===== config.mk =====
export PLATFORM = sky130hd
export DESIGN_NAME = c_source_token_splitter
export DESIGN_NICKNAME = d
export VERILOG_FILES = /design/src/rtl/core/csts_pkg.sv /design/src/rtl/core/csts_scan.sv /design/src/rtl/core/csts_outq.sv /design/src/rtl/core/c_source_token_splitter.sv
export SDC_FILE = /design/constraint.sdc
export NUM_CORES = 1
export LEC_CHECK = 0
export BUFFER_PORTS_ARGS = -buffer_cell sky130_fd_sc_hd__buf_2
export CORE_UTILIZATION = 40
export DETAILED_ROUTE_END_ITERATION = 16
export GPL_TIMING_DRIVEN = 0
export HOLD_SLACK_MARGIN = 0.03
export PLACE_DENSITY = 0.69
export SLEW_MARGIN = 20
export SYNTH_ARGS = -nofsm -noshare
export SYNTH_HDL_FRONTEND = slang
export SYNTH_SLANG_ARGS = --single-unit

===== constraint.sdc =====
create_clock -name clk -period 4.6 [get_ports clk]
set_input_delay 0.46 -clock clk [delete_from_list [all_inputs] [get_ports clk]]
set_output_delay 0.46 -clock clk [all_outputs]
set_load 0.005 [all_outputs]

===== src/rtl/core/csts_pkg.sv =====
// ----------------------------------------------------------------------------
// csts_pkg
// Shared types and constants for the C source token splitter: scan modes,
// token kinds, result beat layout and character codes.
// ----------------------------------------------------------------------------
package csts_pkg;

    localparam int LimitWidth = 10;
    localparam logic [LimitWidth-1:0] LIMIT_RESET = 10'd100;

    localparam logic [7:0] CH_NL     = 8'h0A;
    localparam logic [7:0] CH_TAB    = 8'h09;
    localparam logic [7:0] CH_VT     = 8'h0B;
    localparam logic [7:0] CH_FF     = 8'h0C;
    localparam logic [7:0] CH_CR     = 8'h0D;
    localparam logic [7:0] CH_SPACE  = 8'h20;
    localparam logic [7:0] CH_QUOTE  = 8'h22;
    localparam logic [7:0] CH_HASH   = 8'h23;
    localparam logic [7:0] CH_STAR   = 8'h2A;
    localparam logic [7:0] CH_SLASH  = 8'h2F;
    localparam logic [7:0] CH_USCORE = 8'h5F;

    typedef enum logic [2:0] {
        MODE_IDLE,
        MODE_SLASH,
        MODE_BLOCK,
        MODE_LINE,
        MODE_DIR,
        MODE_STR,
        MODE_NUM,
        MODE_IDENT
    } mode_t;

    typedef enum logic [2:0] {
        KIND_IDENT,
        KIND_NUM,
        KIND_STR,
        KIND_BLOCK,
        KIND_LINE,
        KIND_DIR,
        KIND_NL,
        KIND_OTHER
    } kind_t;

    typedef struct packed {
        logic [7:0] out_char;
        logic       has_char;
        kind_t      kind;
        logic       last;
    } beat_t;

    typedef struct packed {
        mode_t                 mode;
        logic                  prev_star;
        logic [LimitWidth-1:0] count;
    } scan_state_t;

    // One result slot together with the state it leaves behind.
    typedef struct packed {
        logic        v;
        beat_t       b;
        scan_state_t st;
    } step_t;

    localparam scan_state_t IDLE_ST = '{mode: MODE_IDLE, prev_star: 1'b0, count: '0};

endpackage


===== src/rtl/core/csts_scan.sv =====
// ----------------------------------------------------------------------------
// csts_scan
// Next-state and result logic of the tokenizer: from the scan state, one
// input character and the length cap, form up to two result beats.
// ----------------------------------------------------------------------------
module csts_scan
    import csts_pkg::*;
(
    input  scan_state_t            st,
    input  logic [7:0]             ch,
    input  logic                   flush,
    input  logic [LimitWidth-1:0]  limit,
    output scan_state_t            st_next,
    output logic                   res0_valid,
    output beat_t                  res0,
    output logic                   res1_valid,
    output beat_t                  res1
);

    function automatic logic is_digit(input logic [7:0] c);
        return (c >= 8'h30) && (c <= 8'h39);
    endfunction

    function automatic logic is_alpha(input logic [7:0] c);
        return ((c >= 8'h61) && (c <= 8'h7A)) || ((c >= 8'h41) && (c <= 8'h5A));
    endfunction

    function automatic logic is_blank(input logic [7:0] c);
        return (c == CH_SPACE) || (c == CH_TAB) || (c == CH_VT) ||
               (c == CH_FF) || (c == CH_CR);
    endfunction

    function automatic kind_t mode_kind(input mode_t m);
        kind_t k;
        case (m)
            MODE_BLOCK: k = KIND_BLOCK;
            MODE_LINE:  k = KIND_LINE;
            MODE_DIR:   k = KIND_DIR;
            MODE_STR:   k = KIND_STR;
            MODE_NUM:   k = KIND_NUM;
            MODE_IDENT: k = KIND_IDENT;
            default:    k = KIND_OTHER;
        endcase
        return k;
    endfunction

    function automatic step_t add_char(input scan_state_t s, input logic [7:0] c,
                                       input kind_t k, input mode_t m,
                                       input logic closes, input logic star,
                                       input logic [LimitWidth-1:0] lim);
        step_t                 r;
        logic [LimitWidth-1:0] cnt;
        logic                  fin;
        cnt  = s.count + 1'b1;
        fin  = closes || (cnt >= lim);
        r.v  = 1'b1;
        r.b  = '{out_char: c, has_char: 1'b1, kind: k, last: fin};
        r.st = fin ? IDLE_ST : scan_state_t'{mode: m, prev_star: star, count: cnt};
        return r;
    endfunction

    function automatic step_t idle_scan(input logic [7:0] c,
                                        input logic [LimitWidth-1:0] lim);
        step_t r;
        r.v  = 1'b0;
        r.b  = '0;
        r.st = IDLE_ST;
        if (is_blank(c)) begin
            r.v = 1'b0;
        end
        else if (c == CH_NL) begin
            r.v = 1'b1;
            r.b = '{out_char: c, has_char: 1'b1, kind: KIND_NL, last: 1'b1};
        end
        else if (c == CH_SLASH) begin
            if (lim <= 10'd1) begin
                r.v = 1'b1;
                r.b = '{out_char: c, has_char: 1'b1, kind: KIND_OTHER, last: 1'b1};
            end
            else begin
                r.st = '{mode: MODE_SLASH, prev_star: 1'b0, count: 10'd1};
            end
        end
        else if (c == CH_HASH) begin
            r = add_char(IDLE_ST, c, KIND_DIR, MODE_DIR, 1'b0, 1'b0, lim);
        end
        else if (c == CH_QUOTE) begin
            r = add_char(IDLE_ST, c, KIND_STR, MODE_STR, 1'b0, 1'b0, lim);
        end
        else if (is_digit(c)) begin
            r = add_char(IDLE_ST, c, KIND_NUM, MODE_NUM, 1'b0, 1'b0, lim);
        end
        else if (is_alpha(c) || (c == CH_USCORE)) begin
            r = add_char(IDLE_ST, c, KIND_IDENT, MODE_IDENT, 1'b0, 1'b0, lim);
        end
        else begin
            r.v = 1'b1;
            r.b = '{out_char: c, has_char: 1'b1, kind: KIND_OTHER, last: 1'b1};
        end
        return r;
    endfunction

    logic [LimitWidth-1:0] lim;
    step_t                 a;
    logic                  accept;
    beat_t                 slash_beat;

    assign lim = (limit == '0) ? 10'd1 : limit;

    always_comb
    begin
        st_next    = st;
        res0_valid = 1'b0;
        res0       = '0;
        res1_valid = 1'b0;
        res1       = '0;
        a          = '0;
        accept     = 1'b0;
        slash_beat = '{out_char: CH_SLASH, has_char: 1'b1, kind: KIND_OTHER, last: 1'b1};
        if (flush) begin
            st_next = IDLE_ST;
            if (st.mode == MODE_SLASH) begin
                res0_valid = 1'b1;
                res0       = slash_beat;
            end
            else if (st.mode != MODE_IDLE) begin
                res0_valid = 1'b1;
                res0       = '{out_char: 8'h00, has_char: 1'b0,
                               kind: mode_kind(st.mode), last: 1'b1};
            end
        end
        else begin
            case (st.mode)
                MODE_SLASH:
                begin
                    res0_valid = 1'b1;
                    if (ch == CH_STAR) begin
                        res0 = '{out_char: CH_SLASH, has_char: 1'b1,
                                 kind: KIND_BLOCK, last: 1'b0};
                        a    = add_char(st, ch, KIND_BLOCK, MODE_BLOCK, 1'b0, 1'b0, lim);
                    end
                    else if (ch == CH_SLASH) begin
                        res0 = '{out_char: CH_SLASH, has_char: 1'b1,
                                 kind: KIND_LINE, last: 1'b0};
                        a    = add_char(st, ch, KIND_LINE, MODE_LINE, 1'b0, 1'b0, lim);
                    end
                    else begin
                        res0 = slash_beat;
                        a    = idle_scan(ch, lim);
                    end
                    res1_valid = a.v;
                    res1       = a.b;
                    st_next    = a.st;
                end
                MODE_BLOCK:
                begin
                    a = add_char(st, ch, KIND_BLOCK, MODE_BLOCK,
                                 st.prev_star && (ch == CH_SLASH), ch == CH_STAR, lim);
                    res0_valid = a.v;
                    res0       = a.b;
                    st_next    = a.st;
                end
                MODE_LINE:
                begin
                    a = add_char(st, ch, KIND_LINE, MODE_LINE, ch == CH_NL, 1'b0, lim);
                    res0_valid = a.v;
                    res0       = a.b;
                    st_next    = a.st;
                end
                MODE_STR:
                begin
                    a = add_char(st, ch, KIND_STR, MODE_STR,
                                 (ch == CH_QUOTE) || (ch == CH_NL), 1'b0, lim);
                    res0_valid = a.v;
                    res0       = a.b;
                    st_next    = a.st;
                end
                MODE_DIR, MODE_NUM, MODE_IDENT:
                begin
                    case (st.mode)
                        MODE_DIR:   accept = is_digit(ch) || is_alpha(ch);
                        MODE_NUM:   accept = is_digit(ch);
                        default:    accept = is_digit(ch) || is_alpha(ch) ||
                                             (ch == CH_USCORE);
                    endcase
                    if (accept) begin
                        a = add_char(st, ch, mode_kind(st.mode), st.mode, 1'b0, 1'b0, lim);
                        res0_valid = a.v;
                        res0       = a.b;
                        st_next    = a.st;
                    end
                    else begin
                        // end the run with a bare marker, then rescan ch
                        res0_valid = 1'b1;
                        res0       = '{out_char: 8'h00, has_char: 1'b0,
                                       kind: mode_kind(st.mode), last: 1'b1};
                        a          = idle_scan(ch, lim);
                        res1_valid = a.v;
                        res1       = a.b;
                        st_next    = a.st;
                    end
                end
                default:
                begin
                    a = idle_scan(ch, lim);
                    res0_valid = a.v;
                    res0       = a.b;
                    st_next    = a.st;
                end
            endcase
        end
    end

endmodule


===== src/rtl/core/csts_outq.sv =====
// ----------------------------------------------------------------------------
// csts_outq
// Four-entry result queue: takes up to two beats per cycle, hands out one.
// Reports room while at least two entries are free.
// ----------------------------------------------------------------------------
module csts_outq
    import csts_pkg::*;
(
    input  logic  clk,
    input  logic  rst_n,
    input  logic  push0,
    input  beat_t push0_beat,
    input  logic  push1,
    input  beat_t push1_beat,
    output logic  room,
    output logic  out_valid,
    input  logic  out_ready,
    output beat_t out_beat
);

    beat_t      q_mem [4];
    logic [1:0] wr_ptr_reg;
    logic [1:0] wr_ptr_next;
    logic [1:0] rd_ptr_reg;
    logic [1:0] rd_ptr_next;
    logic [2:0] count_reg;
    logic [2:0] count_next;
    logic       pop;

    assign pop       = out_valid && out_ready;
    assign out_valid = (count_reg != 3'd0);
    assign out_beat  = q_mem[rd_ptr_reg];
    assign room      = (count_reg <= 3'd2);

    always_comb
    begin
        wr_ptr_next = wr_ptr_reg + {1'b0, push0} + {1'b0, push1};
        rd_ptr_next = rd_ptr_reg + {1'b0, pop};
        count_next  = count_reg + {2'b0, push0} + {2'b0, push1} - {2'b0, pop};
    end

    always_ff @(posedge clk or negedge rst_n)
    begin
        if (!rst_n) begin
            wr_ptr_reg <= '0;
            rd_ptr_reg <= '0;
            count_reg  <= '0;
        end
        else begin
            wr_ptr_reg <= wr_ptr_next;
            rd_ptr_reg <= rd_ptr_next;
            count_reg  <= count_next;
        end
    end

    always_ff @(posedge clk)
    begin
        if (push0) begin
            q_mem[wr_ptr_reg] <= push0_beat;
        end
        if (push1) begin
            q_mem[wr_ptr_reg + 2'd1] <= push1_beat;
        end
    end

endmodule


===== src/rtl/core/c_source_token_splitter.sv =====
// ----------------------------------------------------------------------------
// c_source_token_splitter
// Splits a stream of C source bytes into tagged token beats.
// ----------------------------------------------------------------------------
// Input channel (in_valid/in_ready): one source byte ch per beat, or a flush
// beat that closes any open token. Output channel (out_valid/out_ready): one
// token character per beat with its kind, has_char = 0 for a bare end
// marker, last on the final beat of a token. cfg_valid/cfg_ready writes the
// 10-bit token length cap (cfg_ready is always high); write it only while
// the block is idle.
// Path: a byte accepted into the input register is scanned from there and
// its beats are written into the result queue, which drives the output.
// Throughput: one byte per cycle while results leave one per
// cycle; a byte that yields two beats (held slash or end of a run) adds an
// extra output beat, which the four-entry result queue absorbs.
// Stall: in_ready drops while a byte is held and the result queue has fewer
// than two free entries; the input register then holds its byte.
// Reset: scanner idle, queue empty, cap back to 100.
// ----------------------------------------------------------------------------
module c_source_token_splitter
    import csts_pkg::*;
(
    input  logic                  clk,
    input  logic                  rst_n,
    input  logic                  in_valid,
    output logic                  in_ready,
    input  logic [7:0]            ch,
    input  logic                  flush,
    output logic                  out_valid,
    input  logic                  out_ready,
    output logic [7:0]            out_char,
    output logic                  has_char,
    output logic [2:0]            kind,
    output logic                  last,
    input  logic                  cfg_valid,
    output logic                  cfg_ready,
    input  logic [LimitWidth-1:0] cfg_data
);

    logic                  in_valid_reg;
    logic [7:0]            in_ch_reg;
    logic                  in_flush_reg;
    scan_state_t           state_reg;
    scan_state_t           state_next;
    logic [LimitWidth-1:0] limit_reg;
    logic                  room;
    logic                  proc_fire;
    logic                  res0_valid;
    logic                  res1_valid;
    beat_t                 res0;
    beat_t                 res1;
    beat_t                 out_beat;

    assign cfg_ready = 1'b1;
    assign proc_fire = in_valid_reg && room;
    assign in_ready  = !in_valid_reg || proc_fire;

    always_ff @(posedge clk or negedge rst_n)
    begin
        if (!rst_n) begin
            in_valid_reg <= 1'b0;
            state_reg    <= IDLE_ST;
            limit_reg    <= LIMIT_RESET;
        end
        else begin
            if (in_ready) begin
                in_valid_reg <= in_valid;
            end
            if (proc_fire) begin
                state_reg <= state_next;
            end
            if (cfg_valid && cfg_ready) begin
                limit_reg <= cfg_data;
            end
        end
    end

    always_ff @(posedge clk)
    begin
        if (in_valid && in_ready) begin
            in_ch_reg    <= ch;
            in_flush_reg <= flush;
        end
    end

    csts_scan u_scan (
        .st         (state_reg),
        .ch         (in_ch_reg),
        .flush      (in_flush_reg),
        .limit      (limit_reg),
        .st_next    (state_next),
        .res0_valid (res0_valid),
        .res0       (res0),
        .res1_valid (res1_valid),
        .res1       (res1)
    );

    csts_outq u_outq (
        .clk        (clk),
        .rst_n      (rst_n),
        .push0      (proc_fire && res0_valid),
        .push0_beat (res0),
        .push1      (proc_fire && res1_valid),
        .push1_beat (res1),
        .room       (room),
        .out_valid  (out_valid),
        .out_ready  (out_ready),
        .out_beat   (out_beat)
    );

    assign out_char = out_beat.out_char;
    assign has_char = out_beat.has_char;
    assign kind     = out_beat.kind;
    assign last     = out_beat.last;

endmodule


==> flow_summary.toml, run 1 <==
[status]
outcome = "finished clean"

[placed_design]
buffer_ports.inserted = 37
gpl.final_weighted_congestion = 0.894
dp_hpwl_mm = 10.5
count_of_placed_standard_cells_including_taps = 754

[power]
total_power_mw = 3.69
leakage_nw = 2.61
p_per_area_mw_per_mm2 = 563
vdd_ir_drop_max_v = 0.000198

[global_routing]
grtUsageMet1_pct = 24.4
number_of_global_route_vias_before_repair = 4420
grt_antenna_before_repair = 0
grt_util_met2_pct = 34.5
groute.layer.met3.usage_pct = 4.51
grt_start_max_net_pins = 33
grt_total_usage_pct = 20.3
overflow = 0
wire_length_of_the_first_global_routing_pass_mm = 22.6
grt.busiest_layer = "met2"

[clock_network]
post_cts_setup_buffers = 0
cts-root-buf = "sky130_fd_sc_hd__clkbuf_16"
clock_tree_buf_depth = 2
tritoncts_clock_tree = "built"
postCtsResizedCells = 0
cts-buffers-inserted = 9
clk_pin_slew_worst_paths_ns = 0.07
clk-insertion-delay-late_ns = 0.36
cts_htree_levels = 3
clock_sinks = 93
cts_hold_buf = 0

[cells_and_area]
syn_to_final_growth_pct = 12.4
largest_register_ff_count = 52
fillCellCount = 1317
finalNonFillerCells = 770
final_util_pct = 46.7
diodes = 0
fin_nets = 631
layout_cell_share_with_drive_strength_beyond_1_pct = 21.2

[floorplanning]
placement_rows = 43
die_width_um = 123
top_level_ports = 40
floorplan.die.height_um = 123
floorplan_core_area_sq_mm = 0.0140
start_util_pct = 41.5
dieArea_sq_mm = 0.0151

[route]
drt-pass1-iter-count = 5
number_of_drc_violations_after_detailed_routing_iteration_0 = 382
avgRoutedWirePerCell_um = 18.3
overall_via_count_from_detail_route = 4387
postRouteWirelength_mm = 14.1
ant_nets = 0
route.detailed.drc = 0
detail_route.vias_per_cell = 5.70

[setup_path]
worst_path_dominant_cell_family = "simple AND/OR/NAND/NOR gates"
crit_top_cell = "sky130_fd_sc_hd__and3_1"
cpMaxStageDelayCell = "sky130_fd_sc_hd__o41ai_1"
timing.critical_path.slowest_cell_delay_ns = 0.68
end_kind = "flop"
critical_path_buf_inv_count = 0
cp_cell_sequence = "and3_1, and3_1, and3_1, nand3_1, xnor2_1, ha_1, a211oi_1, nand2_1, nor3_1, nor2_1, o21ba_2, o41ai_1, mux2i_1"
worst_setup_path_startpoint = "state_reg[2]"
timing.critical_path.required_ns = 4.68
critPathLaunchType = "flop"
r2r_slack_ns = 0.76
r2r_start = "state_reg[2]"
critical_path.max_fanout = 5
criticalPathCategory = "reg -> reg"
cp.arrival_ns = 3.92

[sta]
fmax_ghz = 0.260
max_slew_margin_pct = 40.2
slew_violations = 0
timing.final.hold_violations = 0
final-setup-viol-count = 0
part_of_the_cycle_the_worst_path_needs_pct = 83.5
timing.final.crit_period_ns = 3.84
clock_skew_after_layout_ns = 0.00803
setup_total_negative_slack_ns = 0
worstMarginPinSlew_ns = 0.897
post_route_hold_slack_ns = 0.159
setup_repair_after_global_routing_missed_its_margin = "no"

[synthesis]
asyncSetResetFlopFracSynth_pct = 34.4
yosys.cell_types.count = 79
synth_edf_count = 61
yosys-top-cells-area = "sky130_fd_sc_hd__edfxtp_1 31%, sky130_fd_sc_hd__dfrtp_1 12%, sky130_fd_sc_hd__mux4_2 5.0%, sky130_fd_sc_hd__ha_1 4.1%, sky130_fd_sc_hd__nand2_1 3.5%"
synthCells = 536
synthDominantCellAreaShare_pct = 31.4
synth.ff_latch_count = 93
synth_area_leader_cell = "sky130_fd_sc_hd__edfxtp_1"
synth_sequential_area_ratio_pct = 45.2
warnings_from_yosys = 0
mappedNetlistArea_sq_mm = 0.00583
most_used_flip_flop_cell_after_synthesis = "sky130_fd_sc_hd__edfxtp_1"
synthesis.area_per_instance_sq_um = 10.9
postSynthNetCount = 582

[min_path]
worst_hold_path_type = "in -> async"

[flow_run]
max_cap_viol_count = 0
-- routing by layer --
layer | vias to the layer above | routed length (um)
li1 | 2106 | -
met1 | 2100 | 5880
met2 | 148 | 7140
met3 | 33 | 666
met4 | 0 | 393
met5 | - | 0
-- worst reg2reg max path, delay by kind of cell (launching register included) --
family | cells | cell delay [ns]
flops | 1 | 0.45
compound gates | 3 | 1.16
fa+ha+maj | 1 | 0.28
mux | 1 | 0.16
simple gates | 7 | 1.33
xor+xnor | 1 | 0.21
-- metrics by stage --
stage,area (sq um),setup slack [ns]
CTS,6560,0.773
detailed placement,6270,0.812
global placement,6240,0.648
global route,6560,0.519
floorplan,5830,1.37
finish,6560,0.757
-- cell type report --
type,count,area (sq um),share of cell area (%)
plain buffers,37,194,2.96
clock buffers,9,225,3.44
clock inverters,7,56.3,0.859
inverters,22,82.6,1.26
multi-input cells,384,2940,44.8
flip-flops and latches,93,2640,40.2
well taps,180,225,3.44
repair buffers,38,196,3.00
-- where the power goes --
group	leakage (nW)	switching, mW	total [mW]	internal (mW)
combinational	1.51	1.00	1.70	0.693
clock	0.130	0.344	0.717	0.373
sequential	0.963	0.0992	1.28	1.18
-- synth_stat cells, drive strengths merged (10+ instances only) --
library cell	n
edfxtp	61
a21oi	27
o21ai	33
mux2	17
mux2i	19
inv	22
a22o	10
dfrtp	29
buf	20
nand3	21
mux4	13
ha	19
nand2	54
nor2	30
clkbuf	17
-- kinds of logic (layout without fill, tap and decap cells) --
| kind of cell | after synthesis | count (layout) | synth area share (%) |
|---|---|---|---|
| adders and majority gates | 22 | 22 | 5.11 |
| muxes | 49 | 49 | 11.8 |
| and+or+nand+nor | 174 | 174 | 15.6 |
| buffers and inverters | 59 | 113 | 4.74 |
| DFF | 93 | 93 | 45.2 |
| xor gates and xnor gates | 11 | 11 | 1.65 |
| other | 1 | 1 | 0.0643 |
| AOI/OAI and AO/OA | 127 | 127 | 15.8 |
-- layout by cell type (no fill, tap or decap), types with 4 or more instances in the layout --
cell type,count
sky130_fd_sc_hd__edfxtp_1,61
sky130_fd_sc_hd__nand2_1,54
sky130_fd_sc_hd__buf_2,49
sky130_fd_sc_hd__o21ai_0,30
sky130_fd_sc_hd__nor2_1,29
sky130_fd_sc_hd__dfrtp_1,29
sky130_fd_sc_hd__a21oi_1,27
sky130_fd_sc_hd__inv_1,22
sky130_fd_sc_hd__nand3_1,21
sky130_fd_sc_hd__mux2i_1,19
sky130_fd_sc_hd__ha_1,19
sky130_fd_sc_hd__clkbuf_1,15
sky130_fd_sc_hd__mux2_2,13
sky130_fd_sc_hd__mux4_2,13
sky130_fd_sc_hd__a22o_1,10
sky130_fd_sc_hd__clkbuf_16,9
sky130_fd_sc_hd__and3_1,8
sky130_fd_sc_hd__nor2b_1,8
sky130_fd_sc_hd__nor3_1,8
sky130_fd_sc_hd__and2_1,8
sky130_fd_sc_hd__xnor2_1,7
sky130_fd_sc_hd__nand2b_1,7
sky130_fd_sc_hd__o211ai_1,6
sky130_fd_sc_hd__buf_6,5
sky130_fd_sc_hd__a21o_1,5
sky130_fd_sc_hd__a211oi_1,5
sky130_fd_sc_hd__xor2_1,4
sky130_fd_sc_hd__a211o_1,4
sky130_fd_sc_hd__o22ai_1,4
sky130_fd_sc_hd__mux2_4,4
-- path summary, 6_finish.rpt --
kind / endpoint / cells past startpoint
worst max-delay path: u_outq.q_mem[0][0] / 13
worst min-delay path: state_reg[5] / 1
worst max register to register: u_outq.q_mem[0][0] / 13
worst min register to register: in_valid_reg / 2
max in group asynchronous: limit_reg[1] / 1
min in group clk: in_ch_reg[5] / 1
(Power assumes the default switching activity.)
==> run 2, diff against run 1 <==
Clock period 4.6 ns to 3.9 ns, I/O delays scaled along.
==> run 2 against run 1 <==
  * Hold slack got worse by 0.072 ns
  * Power rose by 19%
  * Global-route usage did not move
  * Flip-flop and latch count did not move
  * Clock skew rose by 0.0014 ns
  * Final area rose by 0.21%
==> flow_summary.toml, run 2 (same netlist as run 1, synthesis figures left out) <==
[route]
route.detailed.drc = 0
ant_nets = 0
avgRoutedWirePerCell_um = 18.3
postRouteWirelength_mm = 14.1
drt-pass1-iter-count = 5
detail_route.vias_per_cell = 5.69
number_of_drc_violations_after_detailed_routing_iteration_0 = 354
overall_via_count_from_detail_route = 4385

[clock_network]
tritoncts_clock_tree = "built"
cts_htree_levels = 3
clk-insertion-delay-late_ns = 0.36
cts_hold_buf = 0
clk_pin_slew_worst_paths_ns = 0.07
post_cts_setup_buffers = 0
clock_tree_buf_depth = 2
clock_sinks = 93
cts-buffers-inserted = 9
cts-root-buf = "sky130_fd_sc_hd__clkbuf_16"

[cells_and_area]
largest_register_ff_count = 52
final_util_pct = 46.8
syn_to_final_growth_pct = 12.7
layout_cell_share_with_drive_strength_beyond_1_pct = 21.5
layout.cells.most_common = "sky130_fd_sc_hd__edfxtp_1"
fin_nets = 631
layout.cells.most_common_list = "61 x sky130_fd_sc_hd__edfxtp_1, 54 x sky130_fd_sc_hd__nand2_1, 49 x sky130_fd_sc_hd__buf_2"
fillCellCount = 1318
diodes = 0
final_design_area_no_fill_sq_mm = 0.00657

[setup_path]
criticalPathCategory = "reg -> reg"
critPathLaunchType = "flop"
end_kind = "flop"
crit_top_cell = "sky130_fd_sc_hd__and3_1"
cp.arrival_ns = 3.71
r2r_slack_ns = 0.27
cpMaxStageDelayCell = "sky130_fd_sc_hd__o41ai_2"
critical_path.max_fanout = 5
timing.critical_path.required_ns = 3.98
cp_cell_sequence = "and3_1, and3_1, and3_1, nand3_1, xnor2_1, ha_1, a211oi_1, nand2_1, nor3_1, nor2_1, o21ba_2, o41ai_2, mux2i_1"
timing.critical_path.slowest_cell_delay_ns = 0.50

[global_routing]
grt_antenna_before_repair = 0
number_of_global_route_vias_before_repair = 4420
overflow = 0
grt_start_max_net_pins = 33
grt_total_usage_pct = 20.3
wire_length_of_the_first_global_routing_pass_mm = 22.6

[power]
leakage_nw = 2.61
vdd_ir_drop_max_v = 0.000234
p_per_area_mw_per_mm2 = 666

[sta]
slew_violations = 0
timing.final.crit_period_ns = 3.63
fmax_ghz = 0.276
clock_skew_after_layout_ns = 0.00940
setup_repair_after_global_routing_missed_its_margin = "no"
final-setup-viol-count = 0
part_of_the_cycle_the_worst_path_needs_pct = 93.0
worstMarginPinSlew_ns = 0.917
max_slew_margin_pct = 38.9
timing.final.hold_violations = 0
setup_total_negative_slack_ns = 0

[floorplanning]
die_width_um = 123
dieArea_sq_mm = 0.0151
start_util_pct = 41.5
floorplan.die.height_um = 123
top_level_ports = 40
floorplan_core_area_sq_mm = 0.0140
placement_rows = 43

[flow_run]
max_cap_viol_count = 0

[placed_design]
buffer_ports.inserted = 37
dpl-instance-area_sq_mm = 0.00627
dp_hpwl_mm = 10.5
gpl.final_weighted_congestion = 0.894

[min_path]
worst_hold_path_type = "in -> async"

[status]
outcome = "finished clean"
[run 2: power by group]
group / internal, mW / switching [mW]
Combinational: 0.823 / 1.20
Clock: 0.440 / 0.408
Sequential: 1.39 / 0.118
Total: 2.66 / 1.72
[run 2: path summary, 6_finish.rpt]
check                      cells past startpoint          from                 end
max                                           13  state_reg[2]  u_outq.q_mem[2][0]
max reg2reg                                   13  state_reg[2]  u_outq.q_mem[2][0]
min in group clk                               1         ch[5]        in_ch_reg[5]
max in group asynchronous                      1         rst_n        limit_reg[1]
min reg2reg                                    2  in_valid_reg        in_valid_reg
min                                            1         rst_n        state_reg[5]
[run 2: area by class of cell]
class / count / area (sq um) / share of cell area [%]
timing repair buffer: 38 / 196 / 2.99
clock buffer: 9 / 225 / 3.43
tap: 180 / 225 / 3.43
multi-input combinational: 384 / 2950 / 45.0
inverter: 22 / 82.6 / 1.26
clock inverter: 7 / 56.3 / 0.857
sequential: 93 / 2640 / 40.1
buffer: 37 / 194 / 2.95
[run 2: routing by layer]
metal	global-route usage [%]	routed length, um
met5	0	0
met4	9.15	440
met3	4.51	621
met2	34.5	7030
met1	24.4	5970
[run 2: repair_timing]
item | in CTS | in global routing
hold endpoints to repair | 0 | 0
gates resized for setup | 0 | 3
endpoints found under the setup margin | 0 | 7
[run 2: per-stage QoR]
stage | total power [mW] | setup slack, ns | instances | hold WS [ns]
after detailed placement | 3.51 | 0.112 | 754 | 0.490
after CTS | 4.38 | 0.0735 | 770 | 0.0981
after global placement | 3.43 | -0.0522 | 753 | 0.475
after global routing | 4.67 | 0.0423 | 770 | 0.144
final | 4.38 | 0.274 | 770 | 0.0872
after floorplan | 2.93 | 0.674 | 536 | 0.0944
[run 2: worst max-delay path: cells and delay by family, from the launching register on]
kind	cells	cell delay (ns)
AND/OR/NAND/NOR	7	1.32
AO/OA/AOI/OAI	3	0.97
flip-flops	1	0.45
adder cells (fa/ha/maj)	1	0.28
XOR/XNOR	1	0.20
multiplexers	1	0.13
